<file path="src/hdl/lph_pkg.sv">
`timescale 1ns / 1ps
// ----------------------------------------------------------------------------
// Hash table package
// Shared sizes, status codes and the item type for the hash table.
// ----------------------------------------------------------------------------
package lph_pkg;
  localparam int unsigned SLOTS  = 1024;
  localparam int unsigned IDX_W  = $clog2(SLOTS);
  localparam int unsigned CNT_W  = IDX_W + 1;
  localparam logic [63:0] MIX_C1 = 64'hff51afd7ed558ccd;
  localparam logic [63:0] MIX_C2 = 64'hc4ceb9fe1a85ec53;

  typedef enum logic [1:0] {
    ST_OK   = 2'd0,
    ST_FULL = 2'd1,
    ST_MISS = 2'd2
  } status_t;

  typedef enum logic {
    OP_INSERT = 1'b0,
    OP_LOOKUP = 1'b1
  } opcode_t;

  typedef struct packed {
    opcode_t          op;
    logic [63:0]      key;
    logic [63:0]      value;
    logic [IDX_W-1:0] start;
  } job_t;
endpackage

</file>
<file path="src/hdl/lph_front.sv">
`timescale 1ns / 1ps
// ----------------------------------------------------------------------------
// Hash table front end
// Accepts items, mixes the key in a pipeline and queues them for the back end.
// ----------------------------------------------------------------------------
module lph_front (
  input  logic          clk,
  input  logic          rst_n,
  input  logic          in_push,
  output logic          in_full,
  input  logic          in_opcode,
  input  logic [63:0]   in_lookup_key,
  input  logic [63:0]   in_write_value,
  output logic          job_valid,
  output lph_pkg::job_t job,
  input  logic          job_take
);
  import lph_pkg::*;

  localparam int unsigned QD = 2;
  localparam int unsigned NS = 7;

  // Seven-stage mixer: xor-shift, then each multiply as a stage of 32-bit
  // partial products and a stage that sums them, each followed by an xor-shift.
  logic [NS-1:0] v_r;
  job_t          j_r [NS];
  logic [63:0]   m0_r, m1_r, m2_r, m3_r, m4_r;
  logic [63:0]   pa_ll_r, pb_ll_r;
  logic [31:0]   pa_cr_r, pb_cr_r;
  logic [63:0]   k0;
  job_t          jin;
  job_t          jq;
  logic          adv;

  job_t          q_r [QD];
  logic [1:0]    cnt_r, cnt_nxt;
  logic          rd_r, wr_r;
  logic          push_q, pop_q;
  logic [3:0]    inflight;

  assign inflight = 4'($countones(v_r));
  // Admit only if a queue place is reserved for every item in the mixer.
  assign in_full = (4'(cnt_r) + inflight) >= 4'(QD);
  assign adv = in_push && !in_full;

  assign k0 = in_lookup_key ^ (in_lookup_key >> 33);
  always_comb begin
    jin       = '0;
    jin.op    = opcode_t'(in_opcode);
    jin.key   = in_lookup_key;
    jin.value = in_write_value;
  end

  always_ff @(posedge clk) begin
    if (!rst_n) begin
      v_r <= '0;
    end else begin
      v_r <= {v_r[NS-2:0], adv};
    end
    m0_r    <= k0;
    pa_ll_r <= 64'(m0_r[31:0]) * 64'(MIX_C1[31:0]);
    pa_cr_r <= m0_r[63:32] * MIX_C1[31:0] + m0_r[31:0] * MIX_C1[63:32];
    m1_r    <= pa_ll_r + {pa_cr_r, 32'd0};
    m2_r    <= m1_r ^ (m1_r >> 33);
    pb_ll_r <= 64'(m2_r[31:0]) * 64'(MIX_C2[31:0]);
    pb_cr_r <= m2_r[63:32] * MIX_C2[31:0] + m2_r[31:0] * MIX_C2[63:32];
    m3_r    <= pb_ll_r + {pb_cr_r, 32'd0};
    m4_r    <= m3_r ^ (m3_r >> 33);
    j_r[0]  <= jin;
    for (int i = 1; i < NS; i++) begin
      j_r[i] <= j_r[i-1];
    end
  end

  always_comb begin
    jq       = j_r[NS-1];
    jq.start = m4_r[IDX_W-1:0];
  end

  always_comb begin
    push_q = v_r[NS-1];
    pop_q  = job_take && (cnt_r != 2'd0);
    cnt_nxt = cnt_r + 2'(push_q) - 2'(pop_q);
  end

  always_ff @(posedge clk) begin
    if (!rst_n) begin
      cnt_r <= '0;
      rd_r  <= 1'b0;
      wr_r  <= 1'b0;
    end else begin
      cnt_r <= cnt_nxt;
      if (push_q) begin
        wr_r <= ~wr_r;
      end
      if (pop_q) begin
        rd_r <= ~rd_r;
      end
    end
    if (push_q) begin
      q_r[wr_r] <= jq;
    end
  end

  assign job_valid = cnt_r != 2'd0;
  assign job       = q_r[rd_r];

`ifndef SYNTHESIS
  a_cnt_bound: assert property (@(posedge clk) disable iff (!rst_n)
    cnt_r <= 2'(QD)) else $error("queue overfilled");
  a_no_overrun: assert property (@(posedge clk) disable iff (!rst_n)
    (4'(cnt_r) + inflight) <= 4'(QD)) else $error("reservation broken");
  a_take_valid: assert property (@(posedge clk) disable iff (!rst_n)
    job_take |-> job_valid) else $error("take from empty queue");
`endif
endmodule

</file>
<file path="config.mk">
export PLATFORM = sky130hd
export DESIGN_NAME = lph_front
export DESIGN_NICKNAME = d
export VERILOG_FILES = /design/src/hdl/lph_pkg.sv /design/src/hdl/lph_front.sv
export SDC_FILE = /design/constraint.sdc
export NUM_CORES = 2
export LEC_CHECK = 0
export ABC_AREA = 1
export BUFFER_PORTS_ARGS = -buffer_cell sky130_fd_sc_hd__buf_2
export CAP_MARGIN = 30
export CORE_MARGIN = 2
export CORE_UTILIZATION = 64
export DETAILED_ROUTE_END_ITERATION = 7
export GPL_TIMING_DRIVEN = 0
export PLACE_DENSITY = 0.82
export SETUP_SLACK_MARGIN = 0.5
export SYNTH_ARGS = -nofsm -noshare
export SYNTH_HDL_FRONTEND = slang
export SYNTH_SLANG_ARGS = --single-unit
export TNS_END_PERCENT = 10
</file>
<file path="constraint.sdc">
create_clock -name clk -period 7.61 [get_ports clk]
set_clock_uncertainty 0.1 [all_clocks]
set_input_delay 1.9025 -clock clk [delete_from_list [all_inputs] [get_ports clk]]
set_output_delay 1.9025 -clock clk [all_outputs]
set_load 0.05 [all_outputs]
</file>
==> summary.txt <==
Critical path
  • Most used cell along the critical path: fa_1
  • WP data required: slightly above 8 ns
  • Crit end category: flop
  • Crit path max-delay family: adder cells
  • FF-to-FF setup slack: around 0.45 ns
  • CP startpoint: m0_r[5]
  • CP max FO: 13
  • Worst path bufs/invs: 5
  • Worst setup path end: pa_ll_r[54]
  • Worst r2r path cells: 22
  • Setup Crit Path Kind: flop to flop
  • Crit-path slowest cell: fa_1
  • CP cell instances: buf_16, fa_1, xor2_1, ha_1, inv_1, fa_1, fa_1, fa_1, fa_1, inv_1, fa_1, inv_1, fa_1, inv_1, ha_1, a21o_1, a21oi_1, o21ai_0, a21oi_2, nand3_2, a21oi_2, xnor2_4
  • Worst reg2reg startpoint: m0_r[5]
  • Reg-to-reg endpoint: pa_ll_r[54]
  • CP Depth: 22
  • CP startpoint kind: flop
  • Crit-path max cell delay: 0.56 ns
  • WP data arrival: between 7 and 8 ns

Global routing
  • Largest net degree at the start of global routing: around 90
  • Initial antenna violation count: 21
  • Aggregate global-route resource usage: around a third
  • Vias in the first global route: 58,621
  • Global-route wire length before repair: around 360 mm
  • Global route overflow: 0

Clock tree
  • CTS H-tree depth: 4
  • Post-cts hold buffer count: 0
  • TritonCTS Buffers: 136
  • CTS max path bufs: 3
  • Clock latency at the later pin of the worst-skew pair: roughly 0.8 ns
  • Reg clk slew, reported paths: approximately 0.070 ns
  • CTS tree: yes
  • Clk root buf: clkbuf_16
  • Sink Count: 1,489

Placed design
  • Routability cong.: approximately 1
  • Placed cell area: just over 90,000 µm²
  • DP HPWL: 192.8 mm
  • Number of I/O port buffers: approximately 270

Detailed routing
  • DR WL/cell: approximately 24 µm
  • DR pass1 iterations: 6
  • Vias: between 50,000 and 60,000
  • 1st-iter DRT viols: 3,678
  • Via/cell ratio: between 5 and 6
  • # DRC: 0
  • Antenna viol nets, final: 0
  • Post-Route WL: about 240 mm

Cells and area
  • Share of cells above drive strength 1: a little under an eighth
  • Filler cells: between 9,000 and 10,000
  • Fin area: about 100,000 µm²
  • Final Net Count: between 10,000 and 15,000
  • Area growth, synth to finish: 11.34%

Yosys
  • Main combinational cell family by area after synthesis: adder cells
  • Post-synth top area share: between 20 and 30%
  • Post-Synth Simple-Gate Area: about 4.5%
  • Mapped Avg Cell Area: between 10 and 15 µm²
  • Post-synthesis compound-gate area fraction: 3.043%
  • Post-synthesis net count: ~10,000
  • Mux cell area share after synthesis: between 1.5 and 2%
  • Synth Cell Area: 88,310 µm²
  • Async S/R FF share, synth: 0%
  • Yosys cell types: 55
  • Synth warn: 0
  • Post-synthesis sequential area ratio: between 30% and 40%
  • Post-synthesis adder-cell area fraction: between 40% and 50%
  • Synth top area cells: fa_1 28%, dfxtp_1 27%, ha_1 14%
  • Yosys reg bits: roughly 1,500
  • Top_reg_cell synth: dfxtp_1
  • Post-Synth XOR/XNOR Area: under 10%
  • Cells after Synth: around 7,700
  • EDFF count, synth: 278
  • Post-synth top area cell: fa_1

STA
  • Max-slew violation count: 0
  • Max_slew headroom: about 37%
  • Unrepaired setup endpoints after global routing: true
  • Final setup fails: 0
  • Final hold vios: 0
  • Crit path time final: 7.157 ns
  • Worst slew pin tran: ~0.95 ns
  • Fin crit share: between 90 and 100%
  • FMAX: between 100 and 150 MHz

Run status
  • Status: finished clean

Floorplanning
  • Core Region: roughly 140,000 µm²
  • Die Wd: 375.5 µm
  • Full die area: 141,000 µm²
  • Die Y: approximately 380 µm
  • FP Rows: 136
  • Io pins: between 200 and 300
  • Initial Util: approximately 64%

Run
  • Max Cap Viol: 0

Min path
  • Worst hold path class: flop to flop
## layout make-up
| cell class | instances | area [µm²] | area share [%] |
|---|---|---|---|
| flip-flops and latches | 1489 | 32790 | 33.35 |
| clock buffers | 186 | 3802 | 3.867 |
| repair buffers | 363 | 2260 | 2.298 |
| inverters | 2115 | 7966 | 8.102 |
| diodes | 11 | 27.53 | 0.02800 |
| plain buffers | 16 | 71.32 | 0.07253 |
| multi-input cells | 4040 | 48260 | 49.08 |
| clock inverters | 65 | 902.1 | 0.9175 |
| well taps | 1794 | 2245 | 2.283 |
## per-layer routing
metal | GRT usage (%) | vias to the layer above | part of all wire (%) | routed length (µm)
met5 | 0 | - | 0.028 | 69
met4 | 19.68 | 10 | 6.7 | 16320
met3 | 5.824 | 559 | 6.1 | 14850
met2 | 59.43 | 1887 | 49 | 118500
met1 | 42.58 | 26793 | 38 | 92690
li1 | - | 24280 | - | -
## worst min-delay path by stage
| stage | startpoint | to | depth (start not counted) | slack [ns] |
|---|---|---|---|---|
| 3_3_place_gp | j_r[3][71] | j_r[4][71] | 0 | 0.21 |
| 4_1_cts | j_r[2][66] | j_r[3][66] | 0 | 0.18 |
| 5_1_grt | j_r[2][66] | j_r[3][66] | 0 | 0.18 |
| 3_5_place_dp | j_r[0][24] | j_r[1][24] | 0 | 0.21 |
| 6_report | j_r[3][14] | j_r[4][14] | 0 | 0.17 |
| 2_1_floorplan | j_r[0][100] | j_r[1][100] | 0 | 0.21 |
## per-stage QoR
stage                     hold WS, ns  setup TNS [ns]  cells  utilization [%]  setup slack [ns]
final                          0.1731               0  10079            71.69            0.4530
after global routing           0.1787               0  10077            71.69            0.2564
after CTS                      0.1753               0  10032            71.24            0.3000
after detailed placement       0.2121          -10.15   9740            67.25            -1.117
after global placement         0.2095         -500.20   9727            67.02            -3.458
after floorplan                0.2096               0   7660                -            0.6671
## cells in the final DEF (no fill, tap or decap), types with 16 or more instances in the layout
cell / count
nor2_1: 204
clkinv_2: 20
dfxtp_2: 35
fa_1: 1210
nor3_1: 24
dfxtp_1: 1135
xor2_1: 189
a21oi_1: 183
buf_2: 282
clkbuf_1: 34
a21oi_2: 30
nand2_2: 18
edfxtp_1: 278
a21o_1: 35
mux2_2: 139
nand4_1: 24
ha_2: 16
o21ai_1: 16
dfxtp_4: 41
nand2_1: 524
inv_1: 2093
ha_1: 969
clkbuf_8: 19
o21ai_0: 96
a31oi_1: 29
xnor2_1: 81
nand3_1: 86
clkbuf_16: 137
buf_4: 76
## worst reg2reg max path: cells and delay by family (launching register included)
kind | cells | cell delay [ns]
simple gates | 1 | 0.23
compound gates | 5 | 1.21
buf+inv | 5 | 0.48
xor+xnor | 2 | 0.38
fa+ha+maj | 9 | 4.17
flops | 1 | 0.47
## what timing repair did
item	CTS	global route
setup buffers	41	36
endpoints found under the setup margin	66	57
pin swaps	20	30
gates resized for setup	145	102
## logic make-up (layout without fill, tap and decap cells)
logic type / Yosys count / after routing
AOI/OAI and AO/OA: 454 / 454
xor gates and xnor gates: 284 / 284
adders and majority gates: 2221 / 2221
buffers and inverters: 2131 / 2745
DFF: 1489 / 1489
muxes: 139 / 139
other: 0 / 11
and+or+nand+nor: 942 / 942
## flip-flops by register name, summed over array words and instances, names as in the netlist, named ones only
name / count
j_r: 871
q_r: 278
m1_r: 64
pa_ll_r: 64
m0_r: 63
m2_r: 43
pa_cr_r: 32
pb_ll_r: 21
m3_r: 20
pb_cr_r: 11
m4_r: 10
v_r: 7
cnt_r: 2
rd_r: 1
wr_r: 1
## cell usage after synthesis, types with 15 or more instances
cell / n
xor2_1: 199
fa_1: 1222
nor2_1: 207
a21o_1: 35
nand2_1: 529
o21ai_0: 104
xnor2_1: 85
dfxtp_1: 1211
nor3_1: 24
a21oi_1: 200
ha_1: 999
nand2_2: 15
mux2_2: 139
nand3_1: 91
edfxtp_1: 278
nand4_1: 24
inv_1: 2107
a31oi_1: 31
Power is left out: the tool's default activity adds up to more than one toggle a clock period on the data nets, which glitch-free logic cannot reach.
